**src/hw/rtl/cdg_pkg.sv**
```systemverilog
// Types, constants and register map of the greedy change dispenser.
package cdg_pkg;

	// Sizes of the datapath.
	localparam int SLOTS       = 7;
	localparam int COUNT_BITS  = 8;
	localparam int AMOUNT_BITS = 16;
	localparam int DENOM_BITS  = 16;
	localparam int NUM_DENOM   = 7;
	localparam int CMP_BITS    = (AMOUNT_BITS > DENOM_BITS) ? AMOUNT_BITS : DENOM_BITS;
	localparam int SLOT_BITS   = (SLOTS > 1) ? $clog2(SLOTS) : 1;

	// Configuration port.
	localparam int ADDR_BITS = 5;
	localparam int DATA_BITS = 32;
	localparam int REG_BITS  = ADDR_BITS - 2;

	typedef logic [REG_BITS-1:0]    reg_idx_t;
	typedef logic [SLOT_BITS-1:0]   slot_t;
	typedef logic [DENOM_BITS-1:0]  denom_t;
	typedef logic [COUNT_BITS-1:0]  count_t;
	typedef logic [AMOUNT_BITS-1:0] amount_t;

	// Register indexes.
	localparam reg_idx_t REG_DENOM_LAST = reg_idx_t'(NUM_DENOM - 1);
	localparam reg_idx_t REG_RESTOCK    = reg_idx_t'(NUM_DENOM);

	// Reset values of the registers.
	localparam denom_t DENOM_RESET [NUM_DENOM] = '{
		denom_t'(17), denom_t'(11), denom_t'(7), denom_t'(5),
		denom_t'(3), denom_t'(2), denom_t'(1)
	};
	localparam count_t RESTOCK_RESET = count_t'(2);

	// Input commands.
	localparam logic CMD_PAYOUT  = 1'b0;
	localparam logic CMD_RESTOCK = 1'b1;

	// Beat payloads.
	typedef struct packed {
		logic    command;
		amount_t amount;
	} cdg_in_t;

	typedef struct packed {
		logic   ok;
		count_t count_0;
		count_t count_1;
		count_t count_2;
		count_t count_3;
		count_t count_4;
		count_t count_5;
		count_t count_6;
	} cdg_out_t;

	// Controller states.
	typedef enum logic [1:0] {
		ST_IDLE,
		ST_WALK,
		ST_DONE
	} cdg_state_t;

	// Controller to datapath.
	typedef struct packed {
		logic load;
		logic take_coin;
		logic next_slot;
		logic commit;
	} cdg_cmd_t;

	// Datapath to controller.
	typedef struct packed {
		logic coin_ok;
		logic last_slot;
		logic out_free;
	} cdg_status_t;

endpackage

```
**src/hw/rtl/change_dispenser_greedy.sv**
```systemverilog
// Top level of the greedy change dispenser.
// Usage:
// The input channel (in_valid, in_ready, in_data) takes one beat per item: command
// selects pay out or restock, amount is the change to give. The output channel
// (out_valid, out_ready, out_data) returns one beat per item: ok and the coins taken
// from each of the seven slots, zero counts on failure or restock.
// The APB port holds the seven denominations (addresses 0x00 to 0x18, slot 0 tried
// first, program them descending) and the restock count (address 0x1C).
// Timing: a restock goes from acceptance straight to the done state, and a pay out
// first walks the slots; the slot walk subtracts one coin per cycle and moves on to
// the next slot when no coin fits. The result beat is registered once the output
// register is free. One item is worked on at a time; in_ready is high only while
// the walker is idle, so it returns with the result beat.
// A finished result sits in an output register, so the next item is accepted while
// it waits; a stalled receiver holds the following result in the walker until
// the register frees up.
// Reset clears both channels, loads the reset denominations 17, 11, 7, 5, 3, 2, 1,
// sets the restock count to 2 and fills every slot with 2 coins.
module change_dispenser_greedy (
	input  logic                          clk,
	input  logic                          arst_n,
	input  logic                          in_valid,
	output logic                          in_ready,
	input  cdg_pkg::cdg_in_t              in_data,
	output logic                          out_valid,
	input  logic                          out_ready,
	output cdg_pkg::cdg_out_t             out_data,
	input  logic                          psel,
	input  logic                          penable,
	input  logic                          pwrite,
	input  logic [cdg_pkg::ADDR_BITS-1:0] paddr,
	input  logic [cdg_pkg::DATA_BITS-1:0] pwdata,
	output logic [cdg_pkg::DATA_BITS-1:0] prdata,
	output logic                          pready
);
	import cdg_pkg::*;

	cdg_cmd_t    cmd;
	cdg_status_t status;

	assign pready = 1'b1;

	// Sequencer of the slot walk.
	cdg_ctrl u_ctrl (
		.clk      (clk),
		.arst_n   (arst_n),
		.in_valid (in_valid),
		.in_data  (in_data),
		.in_ready (in_ready),
		.status   (status),
		.cmd      (cmd)
	);

	// Registers, stock and result.
	cdg_dp u_dp (
		.clk       (clk),
		.arst_n    (arst_n),
		.in_data   (in_data),
		.cmd       (cmd),
		.status    (status),
		.out_data  (out_data),
		.out_valid (out_valid),
		.out_ready (out_ready),
		.psel      (psel),
		.penable   (penable),
		.pwrite    (pwrite),
		.paddr     (paddr),
		.pwdata    (pwdata),
		.prdata    (prdata)
	);

endmodule

```
**src/hw/rtl/cdg_ctrl.sv**
```systemverilog
// Controller state machine of the change dispenser.
module cdg_ctrl (
	input  logic                clk,
	input  logic                arst_n,
	input  logic                in_valid,
	input  cdg_pkg::cdg_in_t    in_data,
	output logic                in_ready,
	input  cdg_pkg::cdg_status_t status,
	output cdg_pkg::cdg_cmd_t   cmd
);
	import cdg_pkg::*;

	cdg_state_t state_q;
	cdg_state_t state_d;
	logic       accept;

	assign accept = in_valid && in_ready;

	// State register.
	always_ff @(posedge clk or negedge arst_n) begin
		if (!arst_n) begin
			state_q <= ST_IDLE;
		end else begin
			state_q <= state_d;
		end
	end

	// Next state: a restock goes straight to the result, a pay out walks the slots.
	always_comb begin
		state_d = state_q;
		case (state_q)
			ST_IDLE: begin
				if (accept) begin
					state_d = (in_data.command == CMD_RESTOCK) ? ST_DONE : ST_WALK;
				end
			end
			ST_WALK: begin
				if (!status.coin_ok && status.last_slot) begin
					state_d = ST_DONE;
				end
			end
			ST_DONE: begin
				if (status.out_free) begin
					state_d = ST_IDLE;
				end
			end
			default: begin
				state_d = ST_IDLE;
			end
		endcase
	end

	// Outputs: one coin per cycle while the slot allows it, else move on.
	always_comb begin
		in_ready      = 1'b0;
		cmd           = '0;
		case (state_q)
			ST_IDLE: begin
				in_ready = 1'b1;
				cmd.load = accept;
			end
			ST_WALK: begin
				cmd.take_coin = status.coin_ok;
				cmd.next_slot = !status.coin_ok && !status.last_slot;
			end
			ST_DONE: begin
				cmd.commit = status.out_free;
			end
			default: begin
				in_ready = 1'b0;
			end
		endcase
	end

endmodule

```
**src/hw/rtl/cdg_dp.sv**
```systemverilog
// Datapath of the change dispenser: registers, stock, walk counters and result.
module cdg_dp (
	input  logic                              clk,
	input  logic                              arst_n,
	input  cdg_pkg::cdg_in_t                  in_data,
	input  cdg_pkg::cdg_cmd_t                 cmd,
	output cdg_pkg::cdg_status_t              status,
	output cdg_pkg::cdg_out_t                 out_data,
	output logic                              out_valid,
	input  logic                              out_ready,
	input  logic                              psel,
	input  logic                              penable,
	input  logic                              pwrite,
	input  logic [cdg_pkg::ADDR_BITS-1:0]     paddr,
	input  logic [cdg_pkg::DATA_BITS-1:0]     pwdata,
	output logic [cdg_pkg::DATA_BITS-1:0]     prdata
);
	import cdg_pkg::*;

	denom_t   denom_q [NUM_DENOM];
	count_t   restock_q;
	count_t   stock_q [SLOTS];
	count_t   taken_q [SLOTS];
	slot_t    slot_q;
	amount_t  rem_q;
	logic     restock_item_q;
	logic     out_valid_q;
	cdg_out_t out_q;

	reg_idx_t              reg_idx;
	logic                  cfg_wr;
	denom_t                cur_denom;
	logic [CMP_BITS-1:0]   rem_ext;
	logic [CMP_BITS-1:0]   den_ext;
	logic                  pay_ok;
	count_t                cnt [7];

	assign reg_idx = paddr[ADDR_BITS-1:2];
	assign cfg_wr  = psel && penable && pwrite;

	// Configuration registers; writes beyond the register list are dropped.
	always_ff @(posedge clk or negedge arst_n) begin
		if (!arst_n) begin
			for (int i = 0; i < NUM_DENOM; i++) begin
				denom_q[i] <= DENOM_RESET[i];
			end
			restock_q <= RESTOCK_RESET;
		end else if (cfg_wr) begin
			if (reg_idx <= REG_DENOM_LAST) begin
				denom_q[reg_idx] <= pwdata[DENOM_BITS-1:0];
			end else if (reg_idx == REG_RESTOCK) begin
				restock_q <= pwdata[COUNT_BITS-1:0];
			end
		end
	end

	// Register read-back.
	always_comb begin
		prdata = '0;
		if (reg_idx <= REG_DENOM_LAST) begin
			prdata = DATA_BITS'(denom_q[reg_idx]);
		end else if (reg_idx == REG_RESTOCK) begin
			prdata = DATA_BITS'(restock_q);
		end
	end

	// A coin fits when the slot has a value, the remainder covers it and stock is left.
	always_comb begin
		cur_denom      = denom_q[slot_q];
		rem_ext        = CMP_BITS'(rem_q);
		den_ext        = CMP_BITS'(cur_denom);
		status.coin_ok = (cur_denom != '0) && (rem_ext >= den_ext)
			&& (taken_q[slot_q] != stock_q[slot_q]);
		status.last_slot = (slot_q == slot_t'(SLOTS - 1));
		status.out_free  = !out_valid_q || out_ready;
	end

	// Walk state: slot pointer, remainder and coins taken so far.
	always_ff @(posedge clk) begin
		if (cmd.load) begin
			slot_q         <= '0;
			rem_q          <= in_data.amount;
			restock_item_q <= in_data.command;
			for (int i = 0; i < SLOTS; i++) begin
				taken_q[i] <= '0;
			end
		end else if (cmd.take_coin) begin
			rem_q           <= AMOUNT_BITS'(rem_ext - den_ext);
			taken_q[slot_q] <= taken_q[slot_q] + count_t'(1);
		end else if (cmd.next_slot) begin
			slot_q <= slot_q + slot_t'(1);
		end
	end

	assign pay_ok = restock_item_q || (rem_q == '0);

	// Stock: reload on restock, lowered only by a pay out that covers the amount.
	always_ff @(posedge clk or negedge arst_n) begin
		if (!arst_n) begin
			for (int i = 0; i < SLOTS; i++) begin
				stock_q[i] <= RESTOCK_RESET;
			end
		end else if (cmd.commit) begin
			for (int i = 0; i < SLOTS; i++) begin
				if (restock_item_q) begin
					stock_q[i] <= restock_q;
				end else if (pay_ok) begin
					stock_q[i] <= stock_q[i] - taken_q[i];
				end
			end
		end
	end

	// Per-slot counts of the result; unused slots, restocks and failures report zero.
	always_comb begin
		for (int i = 0; i < 7; i++) begin
			cnt[i] = '0;
		end
		for (int i = 0; i < SLOTS; i++) begin
			if (pay_ok && !restock_item_q) begin
				cnt[i] = taken_q[i];
			end
		end
	end

	// Output register; it holds a beat until the receiver takes it.
	always_ff @(posedge clk or negedge arst_n) begin
		if (!arst_n) begin
			out_valid_q <= 1'b0;
		end else if (cmd.commit) begin
			out_valid_q <= 1'b1;
		end else if (out_ready) begin
			out_valid_q <= 1'b0;
		end
	end

	always_ff @(posedge clk) begin
		if (cmd.commit) begin
			out_q.ok      <= pay_ok;
			out_q.count_0 <= cnt[0];
			out_q.count_1 <= cnt[1];
			out_q.count_2 <= cnt[2];
			out_q.count_3 <= cnt[3];
			out_q.count_4 <= cnt[4];
			out_q.count_5 <= cnt[5];
			out_q.count_6 <= cnt[6];
		end
	end

	assign out_valid = out_valid_q;
	assign out_data  = out_q;

endmodule

```
**config.mk**
```make
export PLATFORM = sky130hd
export DESIGN_NAME = change_dispenser_greedy
export DESIGN_NICKNAME = d
export VERILOG_FILES = /design/src/hw/rtl/cdg_pkg.sv /design/src/hw/rtl/change_dispenser_greedy.sv /design/src/hw/rtl/cdg_ctrl.sv /design/src/hw/rtl/cdg_dp.sv
export SDC_FILE = /design/constraint.sdc
export NUM_CORES = 1
export LEC_CHECK = 0
export ABC_AREA = 1
export BUFFER_PORTS_ARGS = -buffer_cell sky130_fd_sc_hd__buf_2
export CORE_AREA = 4 4 199 201
export DETAILED_ROUTE_END_ITERATION = 7
export DIE_AREA = 0 0 203 205
export PLACE_DENSITY_LB_ADDON = 0.25
export SETUP_SLACK_MARGIN = 0.2
export SYNTH_ARGS = -nofsm -noshare
export SYNTH_HDL_FRONTEND = slang
export SYNTH_SLANG_ARGS = --single-unit
```
**constraint.sdc**
```tcl
create_clock -name clk -period 4.7 [get_ports clk]
set_input_delay 0.705 -clock clk [delete_from_list [all_inputs] [get_ports clk]]
set_output_delay 0.705 -clock clk [all_outputs]
set_load 0.03 [all_outputs]
```
==> run_results.csv, run 1 <==
group,metric,value,unit
clocking,clk_pin_slew,60,ps
power_and_ir_drop,switching_share,47.33,%
power_and_ir_drop,internal-power,8.453,mW
clocking,clock_latency,540,ps
floorplan,die-area,41620,µm²
placement,dpl.hpwl,39670,µm
global_route,grt_pass1_vias,16190,
clocking,cts_setup_buffers,0,
placement,port-buffer-count,117,
worst_setup_path,required,4890,ps
placement,place_area,19660,µm²
final_layout,final_common_cell,"nand2_1",
logic_synthesis,async_flop_share,55.42,%
final_layout,design_area,20820,µm²
logic_synthesis,yosys.area.top_type,"dfrtp_1",
clocking,clock_tree.htree_level_count,2,
final_layout,area_delta_synth_final,11.59,%
global_route,grt_max_degree,102,
sta,period_minus_slack,4161,ps
sta,finalCritPeriodShare,88.52,%
logic_synthesis,yosysWarnings,0,
logic_synthesis,postSynthCellCount,2394,
final_layout,final_cell_mix,"nand2_1 (687), inv_1 (296), nor2_1 (247)",
floorplan,die_w,203,µm
floorplan,initial_core_util,49.64,%
power_and_ir_drop,finalPower,16.05,mW
worst_setup_path,critPathCaptureType,"flop",
logic_synthesis,synth_edf_count,130,
job,drv_cap,0,
clocking,max-clock-path-buffers,3,
worst_setup_path,reg2reg_slack,540,ps
sta,whs,262.9,ps
clocking,cts_hold_buffers,0,
worst_setup_path,path_max_fanout,26,
logic_synthesis,synth_compound_area_share,11.55,%
drt,drt_first_iter_violations,1501,
placement,place.gp.congestion,0.9138,
power_and_ir_drop,power_density,771.1,nW/µm²
floorplan,die_y,205,µm
logic_synthesis,yosysUniqueCellTypes,52,
power_and_ir_drop,power_switching,7.598,mW
clocking,cts_tree,"yes",
logic_synthesis,dominantRegCellSynth,"dfrtp_1",
worst_hold_path,hp-class,"input pin to asynchronous set/reset pin",
drt,via_count,16680,
floorplan,coreArea,37580,µm²
floorplan,io_pins,153,
outcome,outcome,"completed",
logic_synthesis,synth_area_leaders,"dfrtp_1 (21%), edfxtp_1 (21%), nand2_1 (14%)",
drt,drcViolationCount,0,
global_route,track_usage,26.73,%
logic_synthesis,synthXorXnorAreaFrac,0.8921,%
drt,wire_per_inst,18.52,µm
drt,firstDrtPassIters,5,
global_route,antenna_found_initial,0,
final_layout,utilization,55.39,%
logic_synthesis,synth_seq_cells,323,
logic_synthesis,synthAdderAreaFrac,5.420,%
power_and_ir_drop,p_seq_share,29.1,%
sta,maxSlewViolCount,0,
worst_setup_path,cp.arrival,4350,ps
drt,postRouteAntennaNets,0,
clocking,root_buffer,"clkbuf_16",
sta,tightest_slew,1224,ps
sta,slew_headroom,18.19,%
logic_synthesis,yosys.area_share.simple,25.97,%
sta,rsz0062_at_grt,"no",
sta,hold_viol,0,
logic_synthesis,ys_seq_area_share,46.59,%
worst_setup_path,worstSetupPathType,"flop to flop",
power_and_ir_drop,peakVddDrop,0.3775,mV
global_route,grt_overflow,0,
sta,finalSetupTns,0,ps
drt,vias_per_cell,5.502,
final_layout,antenna_cells,0,
logic_synthesis,avgSynthCellArea,7.792,µm²
final_layout,nNetsFinal,2630,
drt,totalWireLength,56140,µm
worst_setup_path,start_kind,"flop",
final_layout,drive_gt1_share,10.31,%
worst_setup_path,r2r-end,"u_dp.taken_q[0][1]$_SDFFCE_PN0P_",
clocking,ctsResizeCount,0,
logic_synthesis,netlist_area,18650,µm²
sta,clock.fmax,240.4,MHz
clocking,cts_sinks,323,
final_layout,fillCellCount,3498,
worst_setup_path,reg2reg_from,"u_dp.slot_q[0]$_SDFFE_PP0P_",
power_and_ir_drop,p_leak,10.01,nW
worst_setup_path,r2r_cells,20,
sta,setup_viol,0,
logic_synthesis,netlist.area_leader.share,21.06,%
power_and_ir_drop,pwr-share-comb,53.6,%
floorplan,rows,71,
sta,skew,17.41,ps
power_and_ir_drop,p_clk_share,17.3,%
clocking,cts_made_buffers,37,
global_route,grt_first_pass_wirelength,87910,µm
logic_synthesis,synthMuxAreaShare,0,%
logic_synthesis,synth_top_family_by_area,"simple AND/OR/NAND/NOR gates",
## power by group through the flow
stage | clock network, mW | logic, mW | registers (mW)
after floorplan | 0 | 6.13 | 4.69
after global placement | 0 | 8.27 | 4.68
after detailed placement | 0 | 8.49 | 4.71
after CTS | 2.82 | 8.54 | 4.67
after global routing | 2.93 | 9.65 | 4.77
final | 2.78 | 8.60 | 4.68
## area by class of cell
| type | count | area (µm²) | share of cell area [%] |
|---|---|---|---|
| multi-input combinational | 1671 | 8285 | 39.81 |
| clock buffer | 54 | 1062 | 5.103 |
| inverter | 303 | 1140 | 5.476 |
| sequential | 323 | 8696 | 41.78 |
| tap | 511 | 639.4 | 3.072 |
| timing repair buffer | 157 | 904.6 | 4.346 |
| clock inverter | 13 | 87.58 | 0.4208 |
## worst max path at each step
stage / slack, ps / end / start / cells past startpoint
floorplan: 1050 / u_dp.stock_q[6]$_DFFE_PN0P_ / out_ready / 7
global placement: 650 / u_dp.taken_q[0][1]$_SDFFCE_PN0P_ / u_dp.slot_q[0]$_SDFFE_PP0P_ / 19
detailed placement: 520 / u_dp.taken_q[4][2]$_SDFFCE_PN0P_ / u_dp.slot_q[0]$_SDFFE_PP0P_ / 17
CTS: 520 / u_dp.taken_q[4][3]$_SDFFCE_PN0P_ / u_dp.slot_q[0]$_SDFFE_PP0P_ / 17
global route: 200 / u_dp.taken_q[0][3]$_SDFFCE_PN0P_ / u_dp.slot_q[0]$_SDFFE_PP0P_ / 20
finish: 540 / u_dp.taken_q[0][1]$_SDFFCE_PN0P_ / u_dp.slot_q[0]$_SDFFE_PP0P_ / 20
## registers in the layout, summed over array words and instances, names as in the netlist, named ones only
| name | cells |
|---|---|
| u_dp.restock_q | 8 |
| u_dp.out_valid | 1 |
| u_dp.rem_ext | 16 |
| u_dp.restock_item_q | 1 |
| u_ctrl.state_q | 2 |
| u_dp.stock_q | 56 |
| u_dp.slot_q | 3 |
| u_dp.out_data | 57 |
| u_dp.taken_q | 64 |
| u_dp.denom_q | 112 |
## per-stage QoR
stage	cells	setup slack, ps
2_1_floorplan	2417	1049
3_5_place_dp	2965	524.6
6_report	3032	539.5
4_1_cts	3032	516.2
5_1_grt	3032	203.2
3_3_place_gp	2965	651.2
## worst max-delay path, stage by stage, from the launching register on
cell and delay [ps]:
dfxtp_4 570, buf_4 320, nor2_1 80, nor2_1 100, nand2_1 60, nand3_1 60, nand2_1 170, ha_1 350
inv_1 80, nor3_1 270, o21a_1 160, nor2_1 80, nand2_1 90, a21oi_1 120, nor2_4 190, nand2_4 100
nor2_8 290, nand2_4 90, nor2_4 170, nand2_4 120, nand2_1 320
## routing by layer
layer,up-vias,GRT usage [%],part of all wire [%]
met5,-,0,0
met4,0,12.15,4.9
met3,162,3.419,6.4
met2,689,47.07,49
met1,7897,32.92,40
li1,7933,-,-
## kinds of logic (layout without fill, tap and decap cells)
logic type,Yosys count,in the layout
AO/OA/AOI/OAI,378,378
XOR/XNOR,19,19
adder cells (fa/ha/maj),76,76
buffers and inverters,423,527
flip-flops,323,323
other,2,25
AND/OR/NAND/NOR,1173,1173
## synthesized netlist by cell type (2+ instances only)
library cell	n
clkbuf_1	57
buf_2	18
or2_2	6
a21oi_1	59
nor2_4	3
nand2_1	688
nor3b_1	5
buf_1	6
nor4_1	4
a2111o_1	2
inv_1	296
a41oi_1	2
buf_6	5
edfxtp_1	130
o21ai_1	6
nand4_1	15
fa_1	8
ha_1	68
nor2_1	250
a22oi_1	41
o21ai_0	220
xor2_1	16
buf_4	34
nand3_1	171
dfxtp_1	14
o22ai_1	3
nand3b_1	8
a221oi_1	15
inv_2	5
o2111ai_1	6
dfrtp_1	157
nor3_1	13
nand2_4	5
o21bai_1	2
xnor2_1	3
a31oi_1	3
o31ai_1	6
dfstp_2	22
conb_1	2
a21o_1	8
Note: power is estimated with default switching activity, not from simulation.
==> run 2: changes to the inputs <==
CORE_AREA = 4 4 197 199   (was 4 4 199 201)
DIE_AREA = 0 0 201 203   (was 0 0 203 205)
SYNTH_HIERARCHICAL = 1   (was unset)
==> run 2 against run 1 <==
Compared with the run above:
- synthesized cell count shrank 3.4%
- fmax shrank 1.1%
- largest power group unchanged
- via count shrank 2.0%
- global-route usage shrank 0.86 points
- first-iteration DRC count grew 3.4%
- sequential share of layout area grew 0.24 points
- critical endpoint is now u_dp/taken_q[2][7]$_SDFFCE_PN0P_
- routed wire length shrank 3.2%
- total power shrank 4.5%
==> run_results.csv, run 2 <==
group,metric,value,unit
floorplan,die_y,203,µm
logic_synthesis,avgSynthCellArea,7.962,µm²
power_and_ir_drop,peakVddDrop,0.4533,mV
logic_synthesis,synth_seq_cells,323,
sta,finalCritPeriodShare,89.52,%
clocking,cts_sinks,323,
global_route,grt_max_degree,101,
worst_hold_path,hp-class,"input pin to asynchronous set/reset pin",
sta,slew_headroom,16.96,%
logic_synthesis,yosys.area.top_type,"dfrtp_1",
drt,vias_per_cell,5.603,
logic_synthesis,synth_edf_count,130,
sta,tightest_slew,1243,ps
logic_synthesis,yosysMostFrequentCell,"nand2_1",
drt,firstDrtPassIters,5,
clocking,cts_tree,"yes",
job,drv_cap,0,
final_layout,antenna_cells,0,
clocking,cts_setup_buffers,0,
logic_synthesis,ys_seq_area_share,47.19,%
floorplan,die-area,40800,µm²
clocking,root_buffer,"clkbuf_16",
logic_synthesis,async_flop_share,55.42,%
final_layout,largest_register_ffs,112,
worst_setup_path,worstSetupPathType,"flop to flop",
clocking,ctsResizeCount,4,
sta,maxSlewViolCount,0,
clocking,clock_latency,550,ps
global_route,grt_overflow,0,
sta,skew,25.75,ps
sta,setup_viol,0,
clocking,clock_tree.htree_level_count,2,
logic_synthesis,netlist.area_leader.share,21.33,%
power_and_ir_drop,power_density,740.9,nW/µm²
logic_synthesis,yosysWarnings,6,
logic_synthesis,netlist_area,18420,µm²
placement,place.gp.congestion,0.9436,
floorplan,initial_core_util,49.47,%
sta,period_minus_slack,4208,ps
global_route,grt_pass1_vias,15700,
logic_synthesis,synth_common_cells,"nand2_1 (607), o21ai_0 (277), nor2_1 (252)",
floorplan,io_pins,153,
final_layout,final_cell_mix,"nand2_1 (603), o21ai_0 (275), nor2_1 (249)",
worst_setup_path,start_kind,"flop",
global_route,grt_first_pass_wirelength,84260,µm
logic_synthesis,synth_area_leaders,"dfrtp_1 (21%), edfxtp_1 (21%), nand2_1 (12%)",
drt,wire_per_inst,18.63,µm
floorplan,die_w,201,µm
logic_synthesis,postSynthCellCount,2313,
logic_synthesis,dominantRegCellSynth,"dfrtp_1",
drt,totalWireLength,54370,µm
global_route,antenna_found_initial,0,
logic_synthesis,yosysUniqueCellTypes,47,
final_layout,top_register,"u_dp/denom_q",
outcome,outcome,"completed",
sta,clock.fmax,237.7,MHz
drt,postRouteAntennaNets,0,
drt,drt_first_iter_violations,1552,
floorplan,rows,71,
worst_setup_path,cp.arrival,4430,ps
clocking,max-clock-path-buffers,3,
worst_setup_path,path_max_fanout,15,
drt,drcViolationCount,0,
placement,place_area,19470,µm²
final_layout,drive_gt1_share,12.40,%
global_route,track_usage,25.87,%
worst_setup_path,critPathCaptureType,"flop",
final_layout,nNetsFinal,2553,
final_layout,design_area,20690,µm²
clocking,cts_hold_buffers,0,
power_and_ir_drop,p_leak,9.662,nW
placement,port-buffer-count,117,
clocking,clk_pin_slew,60,ps
clocking,cts_made_buffers,37,
drt,via_count,16350,
floorplan,coreArea,37220,µm²
sta,finalSetupTns,0,ps
final_layout,final_common_cell,"nand2_1",
final_layout,area_delta_synth_final,12.35,%
sta,rsz0062_at_grt,"no",
placement,dpl.hpwl,38140,µm
sta,hold_viol,0,
worst_setup_path,required,4920,ps
-- run 2: layout make-up --
class                   count  area [µm²]
repair buffers            164       985.9
flip-flops and latches    323        8693
clock inverters            10       81.33
clock buffers              57        1084
well taps                 474       593.1
multi-input cells        1642        8308
fillers                  3474       16530
inverters                 248       943.4
-- run 2: metal layers --
| metal | vias to the layer above | GRT usage [%] | wire length, µm |
|---|---|---|---|
| met5 | - | 0 | 0 |
| met4 | 0 | 9.341 | 1991 |
| met3 | 127 | 3.929 | 4194 |
| met2 | 722 | 43.13 | 25280 |
| met1 | 7697 | 34.60 | 22900 |
| li1 | 7803 | - | - |
-- run 2: worst max-delay path, cell delays in order (launching register included) --
cell	delay, ps
dfxtp_2	350
inv_4	170
nand2_4	120
inv_2	120
buf_4	270
nand2_1	70
o21ai_0	70
nand2_1	60
nand2_1	160
inv_1	60
ha_1	360
nand2_1	130
nor4_2	300
nand2_1	80
nand3_1	90
nand2_1	80
nor2_1	150
inv_1	80
nor2_1	100
inv_1	100
nor2_1	180
inv_2	100
nor2_1	180
nand2_1	280
nand2_4	220
-- run 2: worst paths after layout --
| check | slack (ps) | from | cells past startpoint | endpoint |
|---|---|---|---|---|
| worst max-delay path | 490 | u_dp/slot_q[0]$_SDFFE_PP0P_ | 24 | u_dp/taken_q[2][7]$_SDFFCE_PN0P_ |
| worst min-delay path | 210 | arst_n | 1 | u_ctrl/state_q[1]$_DFFE_PN0P_ |
| worst max register to register | 490 | u_dp/slot_q[0]$_SDFFE_PP0P_ | 24 | u_dp/taken_q[2][7]$_SDFFCE_PN0P_ |
| worst min register to register | 450 | u_dp/taken_q[6][6]$_SDFFE_PP0P_ | 2 | u_dp/taken_q[6][6]$_SDFFE_PP0P_ |
| max in group asynchronous | 3450 | arst_n | 2 | u_dp/stock_q[45]$_DFFE_PN0P_ |
| min in group clk | 380 | pwdata[0] | 3 | u_dp/denom_q[16]$_DFFE_PN0P_ |
-- run 2: logic make-up after synthesis --
family / synth area share [%]
compound gates: 14.41
fa+ha+maj: 5.490
simple gates: 23.06
buf+inv: 8.377
xor+xnor: 1.427
other cells: 0.04078
flops: 47.19
-- run 2: power by group --
group          internal, mW  switching (mW)  total [mW]  leakage (nW)
clock network          1.64            1.15        2.80         0.574
logic                  2.62            5.34        7.96          5.57
registers              4.03           0.542        4.57          3.52
total                  8.29            7.04        15.3          9.66
-- run 2: metrics by stage --
stage / utilization (%) / power [mW] / instances / hold WS [ps] / setup slack [ps]
3_5_place_dp: 52.30 / 12.37 / 2851 / 440.0 / 71.90
6_report: 55.58 / 15.33 / 2918 / 210.0 / 492.3
3_3_place_gp: 52.30 / 12.18 / 2851 / 440.8 / 167.3
5_1_grt: 55.58 / 16.51 / 2918 / 272.1 / 213.0
2_1_floorplan: - / 10.24 / 2328 / 409.4 / 506.9
4_1_cts: 55.47 / 15.24 / 2918 / 238.3 / 225.8
